### src/hw/rtl/kcm_pkg.sv
// Shared types and constants for the k-closest-to-median block.
`timescale 1ns / 1ps

package kcm_pkg;

   // Default capacity of the sorting chain.
   localparam int MAX_ITEMS_DEFAULT = 64;

   // Width and reset value of the nearest-count register.
   localparam int COUNT_W = 6;
   localparam logic [COUNT_W-1:0] COUNT_RESET = 6'd1;

   // One input beat.
   typedef struct packed {
      logic signed [31:0] sample_value;
      logic               set_end;
   } req_data_type;

   // One result beat.
   typedef struct packed {
      logic signed [31:0] near_value;
      logic [31:0]        gap;
      logic               run_end;
   } rsp_data_type;

   // Operation applied to every cell of the chain in the same cycle.
   typedef struct packed {
      logic load;   // insert the broadcast value in sorted position
      logic drain;  // every cell takes the value of its right neighbor
      logic clear;  // drop the whole contents
   } cell_ctrl_type;

endpackage

### src/hw/rtl/kcm_sort_cell.sv
// One cell of the sorting insertion chain.
`timescale 1ns / 1ps

module kcm_sort_cell (
   input  logic                  clock,
   input  logic                  reset,
   input  kcm_pkg::cell_ctrl_type ctrl,
   input  logic signed [31:0]    new_value,
   input  logic signed [31:0]    prev_value,
   input  logic                  prev_valid,
   input  logic                  prev_gt,
   input  logic signed [31:0]    next_value,
   input  logic                  next_valid,
   output logic signed [31:0]    value,
   output logic                  valid,
   output logic                  gt
);

   logic signed [31:0] value_ff, value_in;
   logic               valid_ff, valid_in;

   // The cell holds a value larger than the one being inserted.
   assign gt = valid_ff && (value_ff > new_value);

   // Insert shifts the larger values one place right; drain shifts toward cell 0.
   always_comb begin
      value_in = value_ff;
      valid_in = valid_ff;
      priority if (ctrl.clear) begin
         valid_in = 1'b0;
      end else if (ctrl.load) begin
         if (gt || (prev_valid && !valid_ff)) begin
            value_in = prev_gt ? prev_value : new_value;
            valid_in = 1'b1;
         end
      end else if (ctrl.drain) begin
         value_in = next_value;
         valid_in = next_valid;
      end
   end

   always_ff @(posedge clock) begin
      if (reset) begin
         valid_ff <= 1'b0;
      end else begin
         valid_ff <= valid_in;
      end
   end

   always_ff @(posedge clock) begin
      value_ff <= value_in;
   end

   assign value = value_ff;
   assign valid = valid_ff;

endmodule

### config.mk
export PLATFORM = sky130hd
export DESIGN_NAME = kcm_sort_cell
export DESIGN_NICKNAME = d
export VERILOG_FILES = /design/src/hw/rtl/kcm_pkg.sv /design/src/hw/rtl/kcm_sort_cell.sv
export SDC_FILE = /design/constraint.sdc
export NUM_CORES = 1
export LEC_CHECK = 0
export BUFFER_PORTS_ARGS = -buffer_cell sky130_fd_sc_hd__buf_2
export CORE_MARGIN = 2
export CORE_UTILIZATION = 41
export CTS_CLUSTER_DIAMETER = 150
export DETAILED_ROUTE_END_ITERATION = 10
export PLACE_DENSITY = 0.77
export SETUP_SLACK_MARGIN = 0.3
export SYNTH_ARGS = -nofsm -noshare
export SYNTH_HDL_FRONTEND = slang
export SYNTH_SLANG_ARGS = --single-unit
### constraint.sdc
create_clock -name clock -period 4.5 [get_ports clock]
set_input_delay 1.35 -clock clock [delete_from_list [all_inputs] [get_ports clock]]
set_output_delay 1.35 -clock clock [all_outputs]
set_load 0.01 [all_outputs]
==> run summary <==
top cell type by total area after synthesis = edfxtp_1
average cell area after synthesis = 9.528 µm²
Synth async-reset ratio = 0%
Worst Path Arrival = 3.15 ns
Synth Net Count = 401
Via Count = 2402
layout-stage area growth over the synthesis result = 39.49%
overall power consumption = 0.0008399 W
type of the most critical hold path = reg -> reg
Detail Route Antenna Nets = 0
switching share of power = 29.28%
worst hold path cell count = 2
hold buffers post-CTS = 0
Worst-path clk slew = 0.06 ns
Area contributors post-synth = edfxtp_1 (38%), ha_1 (16%), mux2i_1 (13%)
wire length of the first global-routing pass = 10090 µm
most numerous cell types in the synthesized netlist = a21oi_1 (44), nor2_1 (35), inv_1 (33), mux2i_1 (33)
highest net fanout along the worst path = 3
routed via count divided by cell count = 4.994
fraction of power consumed by the clock network = 25.8%
synth unique cells = 36
Internal Dissipation = 0.0005940 W
sequential-to-total area share from yosys stat = 38.85%
number of top-level pins = 138
worst endpoint required time = 3.15 ns
Overall Global Routing Usage = 19.66%
drt wl/cell = 13.36 µm
setup skew after layout = 0.006102 ns
actual transition at the worst max-transition pin = 0.9594 ns
DPL Wire Length = 5288 µm
number of antenna diodes = 0
leakage = 1.757 nW
share of post-route cells with drive strength above 1 = 41.38%
post-place setup slack = -0.1059 ns
r2r setup slk = 1.48 ns
largest net degree at the start of global routing = 67
number of cell instances on the worst register-to-register path = 9
shortest clock period the worst path allows after layout = 4.504 ns
RSZ-0062 raised after global routing = yes
violated checks = setup timing
Starting Density = 42.65%
number of cells produced by synthesis = 265
number of maximum-capacitance violations = 0
Remaining Overflow, GRT = 0
status = complete, but fails checks
most frequently used flop master after synthesis = edfxtp_1
final number of setup-violating endpoints = 1
count of flip-flops with a built-in enable after synthesis = 32
Clock Root Buffer = clkbuf_8
clock tree buffer depth = 2
post-synth design cell area = 2525 µm²
Critical Path End Type = output pin
fraction of power consumed by sequential logic = 45.3%
count of final hold-check violations = 0
area share of the leading cell type in the synthesized netlist = 38.06%
TritonCTS clock tree = built
yosys synthesis warning count = 0
IO buf count = 137
worst relative slew slack = 36.04%
number of buffers added by the clock tree synthesis step = 5
DRC Markers = 0
Placeable Area = 5921 µm²
worst path setup slack after routing = -0.004126 ns
Starting DRT DRC Count = 59
type of origin of the critical path = primary input
achievable clock frequency = 0.2220 GHz
final net count = 541
total net switching power = 0.0002459 W
part of the total power dissipated in combinational logic = 28.9%
initial antenna violation count = 0
maximum vdd drop = 0.1473 mV
routability-driven placement congestion ratio = 0.7410
max-slew violation count = 0
clock latency on the worst-skew pair = 0.29 ns
Std-Cell Rows = 28
H-tree depth = 2
die area = 6802 µm²
top-count cell post-synth = a21oi_1
overall die width = 82.48 µm
P per Cell Area = 238.5 nW/µm²
height of the chip = 82.48 µm
detailed-router iteration count before antenna repair = 4
Routed Wire Length = 6427 µm
type of the worst setup path = in -> out
TritonCTS Sinks = 33
fin crit share = 100.1%
number of global-route vias before repair = 2359
number of register bits inferred by synthesis = 33
[layout make-up]
class / count / area [µm²]
clock buffers: 8 / 80.08
fillers: 541 / 2399
inverters: 33 / 146.4
multi-input cells: 188 / 1474
flip-flops and latches: 33 / 980.9
well taps: 75 / 93.84
repair buffers: 144 / 747.0
[state kept, by name, summed over array words and instances (netlist names)]
register  cells
value        32
valid         1
[cell families (layout without fill, tap and decap cells)]
group                      after synthesis  in the layout  share of synthesized area [%]
buffers and inverters                   44            185                          6.641
AOI/OAI and AO/OA                       59             59                          13.18
adders and majority gates               32             32                          15.86
DFF                                     33             33                          38.85
muxes                                   33             33                          13.08
and+or+nand+nor                         64             64                          12.39
[cell usage in the layout (no fill, tap or decap), types with 2 or more instances in the layout]
cell type,synthesis,final
inv_1,33,29
mux2i_1,33,33
o21ai_0,2,2
clkbuf_1,7,3
nand3_1,4,4
clkbuf_8,0,5
buf_2,2,135
o211ai_1,2,2
nand2_1,4,3
nand4_1,5,5
ha_1,32,28
nor2b_1,2,2
nor3_1,3,3
nand2_2,2,3
edfxtp_1,32,32
buf_4,0,8
nor2_1,35,35
inv_4,0,2
a21o_1,2,2
a21oi_1,44,44
ha_4,0,4
[worst max-delay path, cell delays in order]
cell and delay, ns:
buf_2 0.11, inv_4 0.04, ha_4 0.26, nand4_1 0.12, or4_4 0.52, a21o_1 0.20
a31oi_4 0.19, nor4b_2 0.07, nor3_1 0.12, buf_2 0.16
[power by group through the flow]
stage / registers [W] / logic, W / clock network [W]
2_1_floorplan: 0.000396 / 0.000123 / 0
3_3_place_gp: 0.000386 / 0.000231 / 0
3_5_place_dp: 0.000387 / 0.000238 / 0
4_1_cts: 0.000381 / 0.000244 / 0.000223
5_1_grt: 0.000383 / 0.000277 / 0.000235
6_report: 0.000380 / 0.000243 / 0.000217
[metrics by stage]
stage | cells | util (%) | hold WS (ns) | setup TNS [ns] | instance area (µm²)
finish | 481 | 59.49 | 0.5677 | -0.004126 | 3522
global route | 481 | 59.49 | 0.5858 | -0.1093 | 3522
detailed placement | 471 | 57.04 | 0.5601 | -0.1059 | 3377
floorplan | 265 | - | 0.5126 | 0 | 2604
global placement | 471 | 57.04 | 0.5388 | -0.07812 | 3377
CTS | 480 | 58.96 | 0.5690 | -0.001995 | 3491
[what timing repair did]
action,in CTS,in global routing
buffers inserted,1,1
endpoints found under the setup margin,1,1
resized for setup,6,4
pin swaps,3,3
[metal layers]
layer	up-vias	share of wire [%]	track usage, %
li1	1238	-	-
met1	1074	39	20.51
met2	84	53	37.90
met3	6	7.0	5.652
met4	0	0.98	5.333
met5	-	0	0
[path summary, 6_finish.rpt]
check,end,startpoint
worst max-delay path,gt,new_value[14]
worst min-delay path,valid,valid
worst max register to register,value[30],value[13]
worst min register to register,valid,valid
Power figures use the tool's default switching activity.
